File: src/hw/rtl/pqe_pkg.sv
package pqe_pkg;

  localparam int unsigned DefDepth = 16;
  localparam int unsigned PriW     = 8;
  localparam int unsigned PayW     = 32;

  typedef enum logic [1:0] {
    ST_INSERTED = 2'd0,
    ST_FULL     = 2'd1,
    ST_REMOVED  = 2'd2,
    ST_EMPTY    = 2'd3
  } status_e;

  typedef enum logic {
    OP_INSERT = 1'b0,
    OP_REMOVE = 1'b1
  } opcode_e;

  // one stored entry
  typedef struct packed {
    logic [PriW-1:0] pri;
    logic [PayW-1:0] pay;
  } entry_t;

  // controller to datapath
  typedef struct packed {
    logic    capture;     // take the accepted word
    logic    wr_ins;      // append the captured entry
    logic    st_load;     // latch the result code
    status_e st_code;
    logic    scan_clr;    // read pointer to the first entry
    logic    issue;       // read at the pointer and advance it
    logic    shift_mode;  // issued read feeds the gap closing, not the search
    logic    shift_init;  // read pointer to the entry after the winner
    logic    load_out;    // move the result into the output register
  } cmd_t;

  // datapath to controller
  typedef struct packed {
    opcode_e op;
    logic    full;
    logic    empty;
    logic    ptr_end;     // pointer has reached the fill count
    logic    rd_busy;     // a read is still in flight
    logic    out_free;    // output register can take a word this cycle
  } sts_t;

endpackage

File: src/hw/rtl/priority_extract_queue.sv
// bounded priority queue of DEPTH entries held in a single-port-write,
// registered-read memory in arrival order. an insert word appends its
// priority and payload (status inserted) or is dropped when the queue is full
// (status full). a remove word returns the entry of highest priority, the
// oldest among equal ones, and closes the gap (status removed); on an empty
// queue it returns status empty. priority and payload of the result are zero
// unless the status is removed. one word is worked on at a time: an insert,
// a dropped insert or an empty remove goes through the exec and done states
// to the output register, and the next word can be taken once back in idle.
// a remove sweeps the one memory read port once over all entries to find
// the winner and once more over the entries after it to move them down one
// place. the output register lets a finished result wait for the consumer
// while the next word is taken and worked on.
module priority_extract_queue #(
  parameter int unsigned DEPTH = pqe_pkg::DefDepth
) (
  input  logic                      clk_i,
  input  logic                      rst_ni,
  // request channel
  input  logic                      in_valid_i,
  output logic                      in_stall_o,
  input  logic                      opcode_i,
  input  logic [pqe_pkg::PriW-1:0]  priority_req_i,
  input  logic [pqe_pkg::PayW-1:0]  payload_i,
  // result channel
  output logic                      out_valid_o,
  input  logic                      out_stall_i,
  output logic [1:0]                status_o,
  output logic [pqe_pkg::PriW-1:0]  out_priority_o,
  output logic [pqe_pkg::PayW-1:0]  out_payload_o
);

  pqe_pkg::cmd_t cmd;
  pqe_pkg::sts_t sts;

  // sequencer: accept, decide, sweep for the maximum, close the gap, report
  pqe_ctrl u_ctrl (
    .clk_i      (clk_i),
    .rst_ni     (rst_ni),
    .in_valid_i (in_valid_i),
    .in_stall_o (in_stall_o),
    .sts_i      (sts),
    .cmd_o      (cmd)
  );

  // entry store, fill count, running maximum and output register
  pqe_dp #(
    .DEPTH (DEPTH)
  ) u_dp (
    .clk_i          (clk_i),
    .rst_ni         (rst_ni),
    .opcode_i       (opcode_i),
    .priority_req_i (priority_req_i),
    .payload_i      (payload_i),
    .cmd_i          (cmd),
    .sts_o          (sts),
    .out_valid_o    (out_valid_o),
    .out_stall_i    (out_stall_i),
    .status_o       (status_o),
    .out_priority_o (out_priority_o),
    .out_payload_o  (out_payload_o)
  );

endmodule

File: src/hw/rtl/pqe_ctrl.sv
module pqe_ctrl (
  input  logic          clk_i,
  input  logic          rst_ni,
  input  logic          in_valid_i,
  output logic          in_stall_o,
  input  pqe_pkg::sts_t sts_i,
  output pqe_pkg::cmd_t cmd_o
);

  typedef enum logic [4:0] {
    S_IDLE  = 5'b00001,
    S_EXEC  = 5'b00010,
    S_SCAN  = 5'b00100,
    S_SHIFT = 5'b01000,
    S_DONE  = 5'b10000
  } state_e;

  state_e state_q, state_d;

  assign in_stall_o = (state_q != S_IDLE);

  always_comb begin
    state_d = state_q;
    cmd_o   = '0;
    cmd_o.st_code = pqe_pkg::ST_INSERTED;
    case (state_q)
      S_IDLE: begin
        if (in_valid_i) begin
          cmd_o.capture = 1'b1;
          state_d = S_EXEC;
        end
      end
      S_EXEC: begin
        cmd_o.st_load = 1'b1;
        if (sts_i.op == pqe_pkg::OP_INSERT) begin
          if (sts_i.full) begin
            cmd_o.st_code = pqe_pkg::ST_FULL;
          end else begin
            cmd_o.st_code = pqe_pkg::ST_INSERTED;
            cmd_o.wr_ins  = 1'b1;
          end
          state_d = S_DONE;
        end else if (sts_i.empty) begin
          cmd_o.st_code = pqe_pkg::ST_EMPTY;
          state_d = S_DONE;
        end else begin
          cmd_o.st_code  = pqe_pkg::ST_REMOVED;
          cmd_o.scan_clr = 1'b1;
          state_d = S_SCAN;
        end
      end
      S_SCAN: begin
        if (!sts_i.ptr_end) begin
          cmd_o.issue = 1'b1;
        end else if (!sts_i.rd_busy) begin
          cmd_o.shift_init = 1'b1;
          state_d = S_SHIFT;
        end
      end
      S_SHIFT: begin
        if (!sts_i.ptr_end) begin
          cmd_o.issue      = 1'b1;
          cmd_o.shift_mode = 1'b1;
        end else if (!sts_i.rd_busy) begin
          state_d = S_DONE;
        end
      end
      S_DONE: begin
        if (sts_i.out_free) begin
          cmd_o.load_out = 1'b1;
          state_d = S_IDLE;
        end
      end
      default: begin
        state_d = S_IDLE;
      end
    endcase
  end

  always_ff @(posedge clk_i or negedge rst_ni) begin
    if (!rst_ni) begin
      state_q <= S_IDLE;
    end else begin
      state_q <= state_d;
    end
  end

endmodule

File: src/hw/rtl/pqe_dp.sv
module pqe_dp #(
  parameter int unsigned DEPTH = pqe_pkg::DefDepth
) (
  input  logic                      clk_i,
  input  logic                      rst_ni,
  input  logic                      opcode_i,
  input  logic [pqe_pkg::PriW-1:0]  priority_req_i,
  input  logic [pqe_pkg::PayW-1:0]  payload_i,
  input  pqe_pkg::cmd_t             cmd_i,
  output pqe_pkg::sts_t             sts_o,
  output logic                      out_valid_o,
  input  logic                      out_stall_i,
  output logic [1:0]                status_o,
  output logic [pqe_pkg::PriW-1:0]  out_priority_o,
  output logic [pqe_pkg::PayW-1:0]  out_payload_o
);

  localparam int unsigned AW = (DEPTH > 1) ? $clog2(DEPTH) : 1;
  localparam int unsigned CW = $clog2(DEPTH + 1);

  pqe_pkg::entry_t  mem [DEPTH];
  pqe_pkg::entry_t  rdata_q;
  pqe_pkg::entry_t  req_q;
  pqe_pkg::entry_t  best_q;
  pqe_pkg::entry_t  wr_data;
  pqe_pkg::opcode_e op_q;
  pqe_pkg::status_e res_q;
  logic [AW-1:0]    best_idx_q;
  logic [AW-1:0]    rd_idx_q;
  logic [AW-1:0]    wr_addr;
  logic [CW-1:0]    count_q;
  logic [CW-1:0]    ptr_q;
  logic             rd_vld_q;
  logic             rd_shift_q;
  logic             wr_en;
  logic             out_valid_q;
  logic [1:0]       status_q;
  logic [pqe_pkg::PriW-1:0] opri_q;
  logic [pqe_pkg::PayW-1:0] opay_q;

  // entry store, one write and one registered read a cycle
  assign wr_en   = cmd_i.wr_ins | (rd_vld_q & rd_shift_q);
  assign wr_addr = cmd_i.wr_ins ? count_q[AW-1:0] : (rd_idx_q - AW'(1));
  assign wr_data = cmd_i.wr_ins ? req_q : rdata_q;

  always_ff @(posedge clk_i) begin
    if (wr_en) begin
      mem[wr_addr] <= wr_data;
    end
  end

  always_ff @(posedge clk_i) begin
    rdata_q <= mem[ptr_q[AW-1:0]];
  end

  // captured request and running maximum
  always_ff @(posedge clk_i) begin
    if (cmd_i.capture) begin
      req_q.pri <= priority_req_i;
      req_q.pay <= payload_i;
      op_q      <= pqe_pkg::opcode_e'(opcode_i);
    end
    if (cmd_i.st_load) begin
      res_q <= cmd_i.st_code;
    end
    // strict compare keeps the oldest of equal priorities
    if (rd_vld_q && !rd_shift_q &&
        ((rd_idx_q == '0) || (rdata_q.pri > best_q.pri))) begin
      best_q     <= rdata_q;
      best_idx_q <= rd_idx_q;
    end
  end

  always_ff @(posedge clk_i or negedge rst_ni) begin
    if (!rst_ni) begin
      count_q    <= '0;
      ptr_q      <= '0;
      rd_vld_q   <= 1'b0;
      rd_shift_q <= 1'b0;
      rd_idx_q   <= '0;
    end else begin
      rd_vld_q   <= cmd_i.issue;
      rd_shift_q <= cmd_i.shift_mode;
      rd_idx_q   <= ptr_q[AW-1:0];
      if (cmd_i.scan_clr) begin
        ptr_q <= '0;
      end else if (cmd_i.shift_init) begin
        ptr_q <= CW'(best_idx_q) + CW'(1);
      end else if (cmd_i.issue) begin
        ptr_q <= ptr_q + CW'(1);
      end
      if (cmd_i.wr_ins) begin
        count_q <= count_q + CW'(1);
      end else if (cmd_i.load_out && (res_q == pqe_pkg::ST_REMOVED)) begin
        count_q <= count_q - CW'(1);
      end
    end
  end

  // output register
  always_ff @(posedge clk_i or negedge rst_ni) begin
    if (!rst_ni) begin
      out_valid_q <= 1'b0;
    end else if (cmd_i.load_out) begin
      out_valid_q <= 1'b1;
    end else if (!out_stall_i) begin
      out_valid_q <= 1'b0;
    end
  end

  always_ff @(posedge clk_i) begin
    if (cmd_i.load_out) begin
      status_q <= res_q;
      if (res_q == pqe_pkg::ST_REMOVED) begin
        opri_q <= best_q.pri;
        opay_q <= best_q.pay;
      end else begin
        opri_q <= '0;
        opay_q <= '0;
      end
    end
  end

  assign out_valid_o    = out_valid_q;
  assign status_o       = status_q;
  assign out_priority_o = opri_q;
  assign out_payload_o  = opay_q;

  assign sts_o.op       = op_q;
  assign sts_o.full     = (count_q == CW'(DEPTH));
  assign sts_o.empty    = (count_q == '0);
  assign sts_o.ptr_end  = (ptr_q == count_q);
  assign sts_o.rd_busy  = rd_vld_q;
  assign sts_o.out_free = !out_valid_q || !out_stall_i;

endmodule

File: config.mk
export PLATFORM = sky130hd
export DESIGN_NAME = priority_extract_queue
export DESIGN_NICKNAME = d
export VERILOG_FILES = /design/src/hw/rtl/pqe_pkg.sv /design/src/hw/rtl/priority_extract_queue.sv /design/src/hw/rtl/pqe_ctrl.sv /design/src/hw/rtl/pqe_dp.sv
export SDC_FILE = /design/constraint.sdc
export NUM_CORES = 1
export LEC_CHECK = 0
export CAP_MARGIN = 20
export CORE_ASPECT_RATIO = 0.9
export CORE_MARGIN = 4
export CORE_UTILIZATION = 50
export DETAILED_ROUTE_END_ITERATION = 10
export DONT_BUFFER_PORTS = 1
export PLACE_DENSITY = 0.68
export SYNTH_ARGS = -nofsm -noshare
export SYNTH_HDL_FRONTEND = slang
export SYNTH_SLANG_ARGS = --single-unit
File: constraint.sdc
create_clock -name clk_i -period 4.8 [get_ports clk_i]
set_input_delay 0 -clock clk_i [delete_from_list [all_inputs] [get_ports clk_i]]
set_output_delay 0 -clock clk_i [all_outputs]
set_load 0.005 [all_outputs]
Word-level counts from Yosys, hierarchy flattened
Memories as Yosys holds them, arrays and structs flattened. A register that Yosys moved wholly into a read port is not among the register bits.
Cells that the tools add are included.
- register bits after elaboration: 151
- latch bits: 0
- RAM bits: 640
- ROM bits: 0
- input port bits: 45
- output and inout port bits: 44
- logic and storage cells: 94
- memories: 1
- $add $sub $neg: 5
- multipliers: 0
- divide/modulo/power cells: 0
- magnitude comparators: 1
- eq/ne operators: 16
- shift-type cells: 0
- mux-type cells: 39
- bitwise operators: 2
- reductions and logical operators: 13
- memories (name ; words ; width ; rd ports ; clocked after memory_dff ; wr ports ; line ; text):
    u_dp.mem ; 16 ; 40 ; 1 ; 1 ; 1 ; pqe_dp.sv:21 ; pqe_pkg::entry_t mem [DEPTH];
- operators by type and width (cell ; number):
    $mux 5 ; 14
    $mux 40 ; 1
    $pmux 5 s5 ; 1
    $mux 1 ; 19
    $add 5x1->5 const B ; 2
    $eq 5x5->1 const B ; 2
    $gt 8x8->1 ; 1
    $ne 2x2->1 const B ; 4
    $ne 2x1->1 const B ; 3
    $reduce_and 6->1 ; 1
    $add 4x1->5 const B ; 1
    $eq 5x1->1 const B ; 1
    $eq 5x2->1 const B ; 1
    $eq 5x3->1 const B ; 1
    $eq 5x4->1 const B ; 1
    $eq 5x5->1 ; 1
    $logic_not 5->1 ; 1
    $ne 5x1->1 const B ; 1
    $sub 5x1->5 const B ; 1
    $logic_not 4->1 ; 1
    $mux 2 ; 2
    $mux 4 ; 1
    $sub 4x1->4 const B ; 1
    $logic_and 1x1->1 ; 3
    8 further kinds ; 11

Depth between registers and ports, before layout
- depth in word-level cells: 7
- gate-level depth with buffers: 10
- gate-level depth less buffers: 9

By module
From an unflattened synthesis, not the netlist that was laid out.
- cell total of the unflattened synthesis: 1445
- area total of the unflattened synthesis: 31047.3 µm²
- modules (own cells, without submodules) (module ; instances ; cells each ; area each (µm²) ; sequential area each (µm²)):
    pqe_dp ; 1 ; 1407 ; 30698.2 ; 24318.3
    pqe_ctrl ; 1 ; 38 ; 349.1 ; 126.4

Worst setup path after synthesis
No wires, ideal clock.
- kind: flip-flop to flip-flop
- start: register u_dp.count_q[1]
- end: memory u_dp.mem[15][0] (netlist name), enable pin
- setup time: 437 ps
- arrival time: 3461 ps
- required time: 4363 ps
- slack: 901 ps
- stages on the path, launching flop included: 7
- path buffers: 1
- clock period less this slack: 3899 ps
- cells stage by stage: dfrtp_1 > buf_6 > or4_4 > o2111a_2 > nor4_1 > a31oi_1 > nor2_1
- word-level cells in the longest chain between the ends: 7
- elaborated cells between the ends (all ways): 8
- classes of those cells: eq/ne: 1; mux: 6; bitwise: 1
- ends and longest elaborated chain (element ; line ; text):
    start, declared ; pqe_dp.sv:31 ; logic [CW-1:0] count_q;
    start signal, assigned ; pqe_dp.sv:93 ; count_q <= count_q + CW'(1);
    start signal, assigned ; pqe_dp.sv:95 ; count_q <= count_q - CW'(1);
    $eq 5x5->1 ; pqe_dp.sv:130 ; assign sts_o.full = (count_q == CW'(DEPTH));
    $mux 1 ; pqe_ctrl.sv:36 ; if (sts_i.full) begin
    $mux 1 ; pqe_ctrl.sv:35 ; if (sts_i.op == pqe_pkg::OP_INSERT) begin
    $mux 5 ; pqe_ctrl.sv:26 ; case (state_q)
    $or 1x1->1 ; pqe_dp.sv:42 ; assign wr_en = cmd_i.wr_ins | (rd_vld_q & rd_shift_q);
    $mux 1 ; pqe_dp.sv:47 ; if (wr_en) begin
    $mux 1 (implied by the code) ; pqe_dp.sv:48 ; mem[wr_addr] <= wr_data;
    end, declared ; pqe_dp.sv:21 ;
Parallel ways exist; a longest one is shown, timed or not.

Worst setup path after layout
- start: register u_dp.count_q[0]
- end: memory u_dp.mem[0][6] (netlist name), enable pin
Same word-level chain as after synthesis.

==> results.md <==
* Outcome: finished, final reports clean
* Worst Path Required at ~5100 ps
* Avg Vias per Cell at between 5 and 6
* Max Cap Viol at 0
* Primary FF master, synth: edfxtp_1
* CP max FO at 21
* CTS Buf Count at 81
* Slew HR at approximately a third
* Total clock sinks at 831
* Min Tclk post-route at between 3000 and 4000 ps
* GP Congestion at 0.801
* Final Max Tran Viols at 0
* DRC errors left at 0
* Largest net degree at the start of global routing at between 100 and 150
* Routed wire length at between 60000 and 70000 microns
* DP HPWL at 36600 microns
* Share of layout cells above drive strength 1 at 24.5%
* Fin nets at around 1600
* Tightest Pin Transition at approximately 1000 ps
* Clock Skew at roughly 45 ps
* Cell variety after synth at 51
* Clk slew on worst S/H paths at about 60 ps
* Area of the die at ~0.066 sq mm
* Die H at between 200 and 250 microns
* Post-CTS sizing at 0
* R2R cell count at 5
* First-pass GRT wire length at 99800 microns
* Fillers at 4300
* Hold buffer count at CTS at 83
* Post-Syn Area at about 0.031 sq mm
* DR pass1 iterations at 5
* RR Startpoint: u_dp.count_q[0]
* Total Neg Setup Slack at 0 ps
* Power Density at between 500 and 600 mW/mm^2
* Mapped Cells at ~1400
* Leakage at 11.4 nW
* Startpoint types: flop
* Setup Fix Bufs, Post-CTS at 0
* Kind of critical path: reg -> reg
* Hold depth at 1
* Initial Util at between 50 and 60%
* Num rows at between 80 and 90
* Core ar. at 0.0614 sq mm
* CTS HTree Levels at 3
* Buffers on Ports at 0
* CTS tree: yes
* RR Endpoint: u_dp.mem[0][6]
* Placed Cells incl. Taps at around 2200
* Hold WC Path Type: in -> reg
* Crit path DAT at between 3000 and 4000 ps
* Layout area overhead at 15.2%
* Clock share of power at a little under a third
* CP Launch Point: u_dp.count_q[0]
* Sequential Power Share at approximately 50%
* Final cell count without fillers at 2480
* Register area share after synthesis at 78.4%
* Total gr overflow at 0
* Post-Syn Nets at roughly 1500
* Final setup fails at 0
* Hold Path Origin: priority_req_i[3]
* Total number of vias at 14500
* Critical path buffers and inverters at 1
* Io pins at slightly below 90
* Ant diodes at 0
* Chip Width at 271 microns
* Comb power frac at between 10% and 20%
* CP max stage delay at around 760 ps
* Sw Ratio at 27.4%
* Reg area at 0.0245 sq mm
* Int Pwr at 0.0142 W
* F_max at about 0.27 GHz
* Clk_lat worst skew at around 640 ps
* Initial DRC count at ~1700
* Buffer levels on the longest clock path at 3
* Multi-input logic area at 0.00653 sq mm
* Highest-delay cell along the critical path: nor2_4
* Synth Warn # at 0
* Synth Register Bits at about 830
* Initial antenna violation count at 3
* Syn Area/Cell at 21.7 sq um
* Clock root cell: clkbuf_16
* Final core area utilization at about 58%
* CP Cell Sequence: or4_4 -> o2111ai_4 -> a31oi_2 -> nor2_4 -> buf_4
* Switching pwr at 0.00538 W
* Crit. End Element: flop
* Fin. Hold Viols at 0
* DP Worst Slack at around 1100 ps
* Family with the most delay on the worst path: simple AND/OR/NAND/NOR gates
* Unrepaired setup endpoints after global routing: no
* Hold Path End: u_dp.req_q[35]
* Number of synthesized flops with an enable pin at roughly 770
* Total Routing Usage GR at between 20% and 30%
* Vias in the first global route at about 15000
* Antenna viol nets, final at 0
* Async S/R FF share, synth at between 2 and 3%
* Final setup margin at 1090 ps
* Final period util at 77.3%
* Pwr Total at 0.0196 W
* Wire per inst at between 20 and 30 microns
* VDD IR max at 335 uV
* Internal reg-to-reg setup slack at between 1000 and 1500 ps
-- synthesized netlist by cell type, types with 5 or more instances --
| cell | count | area share (%) |
|---|---|---|
| edfxtp_1 | 769 | 74 |
| dfxtp_1 | 40 | 2.6 |
| inv_1 | 19 | 0.23 |
| clkbuf_1 | 31 | 0.37 |
| nor2_1 | 32 | 0.39 |
| o21ai_0 | 9 | 0.14 |
| a21oi_1 | 5 | 0.080 |
| dfrtp_1 | 21 | 1.7 |
| and2_1 | 40 | 0.80 |
| buf_2 | 27 | 0.43 |
| mux2_2 | 5 | 0.18 |
| nand2_1 | 127 | 1.5 |
| xnor2_1 | 14 | 0.39 |
| ha_1 | 14 | 0.56 |
| nand3_1 | 8 | 0.13 |
| mux4_2 | 200 | 14 |
| nor3_1 | 11 | 0.18 |
-- metrics by stage --
step | hold WS, ps | area (sq um)
final | 47.5 | 35900
after global routing | 1.27 | 35900
after CTS | 1.07 | 35900
after detailed placement | -294 | 32400
after global placement | -294 | 32400
after floorplan | -296 | 31200
-- kinds of logic after synthesis --
kind of cell / Yosys count / synth area share [%]
DFF: 831 / 78.4
and+or+nand+nor: 243 / 3.60
muxes: 209 / 14.8
buffers and inverters: 84 / 1.19
AOI/OAI and AO/OA: 41 / 0.987
xor gates and xnor gates: 16 / 0.449
adders and majority gates: 15 / 0.626
-- layout make-up --
cell class / instances / share of cell area [%]
tap: 836 / 2.91
timing repair buffer: 119 / 3.32
multi-input combinational: 524 / 18.2
inverter: 19 / 0.199
clock inverter: 52 / 1.42
sequential: 831 / 68.1
clock buffer: 99 / 5.89
-- cells in the final DEF (no fill, tap or decap), types with 19 or more instances in the layout --
| cell type | Yosys | routed |
|---|---|---|
| edfxtp_1 | 769 | 769 |
| mux4_2 | 200 | 200 |
| nand2_1 | 127 | 127 |
| dlygate4sd3_1 | 0 | 84 |
| clkbuf_16 | 0 | 81 |
| and2_1 | 40 | 40 |
| dfxtp_1 | 40 | 40 |
| buf_4 | 2 | 29 |
| clkinv_2 | 0 | 26 |
| inv_1 | 19 | 19 |
-- how the worst max path moves through the flow --
stage	end	slack [ps]	depth (start not counted)
floorplan	u_dp.mem[15][0]	900	6
global placement	u_dp.mem[12][0]	820	6
detailed placement	u_dp.mem[0][4]	1060	5
CTS	u_dp.mem[0][6]	1090	5
global route	u_dp.mem[2][33]	880	5
finish	u_dp.mem[0][6]	1090	5
-- state kept, by name, summed over array words and instances (netlist names), 2 cells and up --
name / count
u_ctrl.state_q: 5
u_dp.mem: 640
u_dp.out_priority_o: 8
u_dp.status_o: 2
u_dp.rdata_q: 40
u_dp.rd_idx_q: 4
u_dp.count_q: 5
u_dp.best_q: 40
u_dp.req_q: 40
u_dp.res_q: 2
u_dp.best_idx_q: 4
u_dp.out_payload_o: 32
u_dp.ptr_q: 5
-- worst register-to-register path, delay by kind of cell (launching register included) --
kind,cells,cell delay [ps]
AND/OR/NAND/NOR,2,1380
AO/OA/AOI/OAI,2,990
buffers and inverters,1,520
flip-flops,1,490
-- power groups by stage --
stage	combinational [W]	sequential [W]	clock [W]
finish	0.00360	0.00981	0.00622
global route	0.00391	0.00986	0.00667
CTS	0.00360	0.00981	0.00633
detailed placement	0.00353	0.00996	0
global placement	0.00340	0.00994	0
floorplan	0.00247	0.00969	0
-- metal layers --
| layer | GRT usage [%] | part of all wire (%) |
|---|---|---|
| met2 | 31.1 | 46 |
| met1 | 30.4 | 44 |
| met4 | 5.32 | 2.2 |
| met3 | 4.98 | 8.0 |
| met5 | 0 | 0.020 |
(Power assumes the default switching activity.)
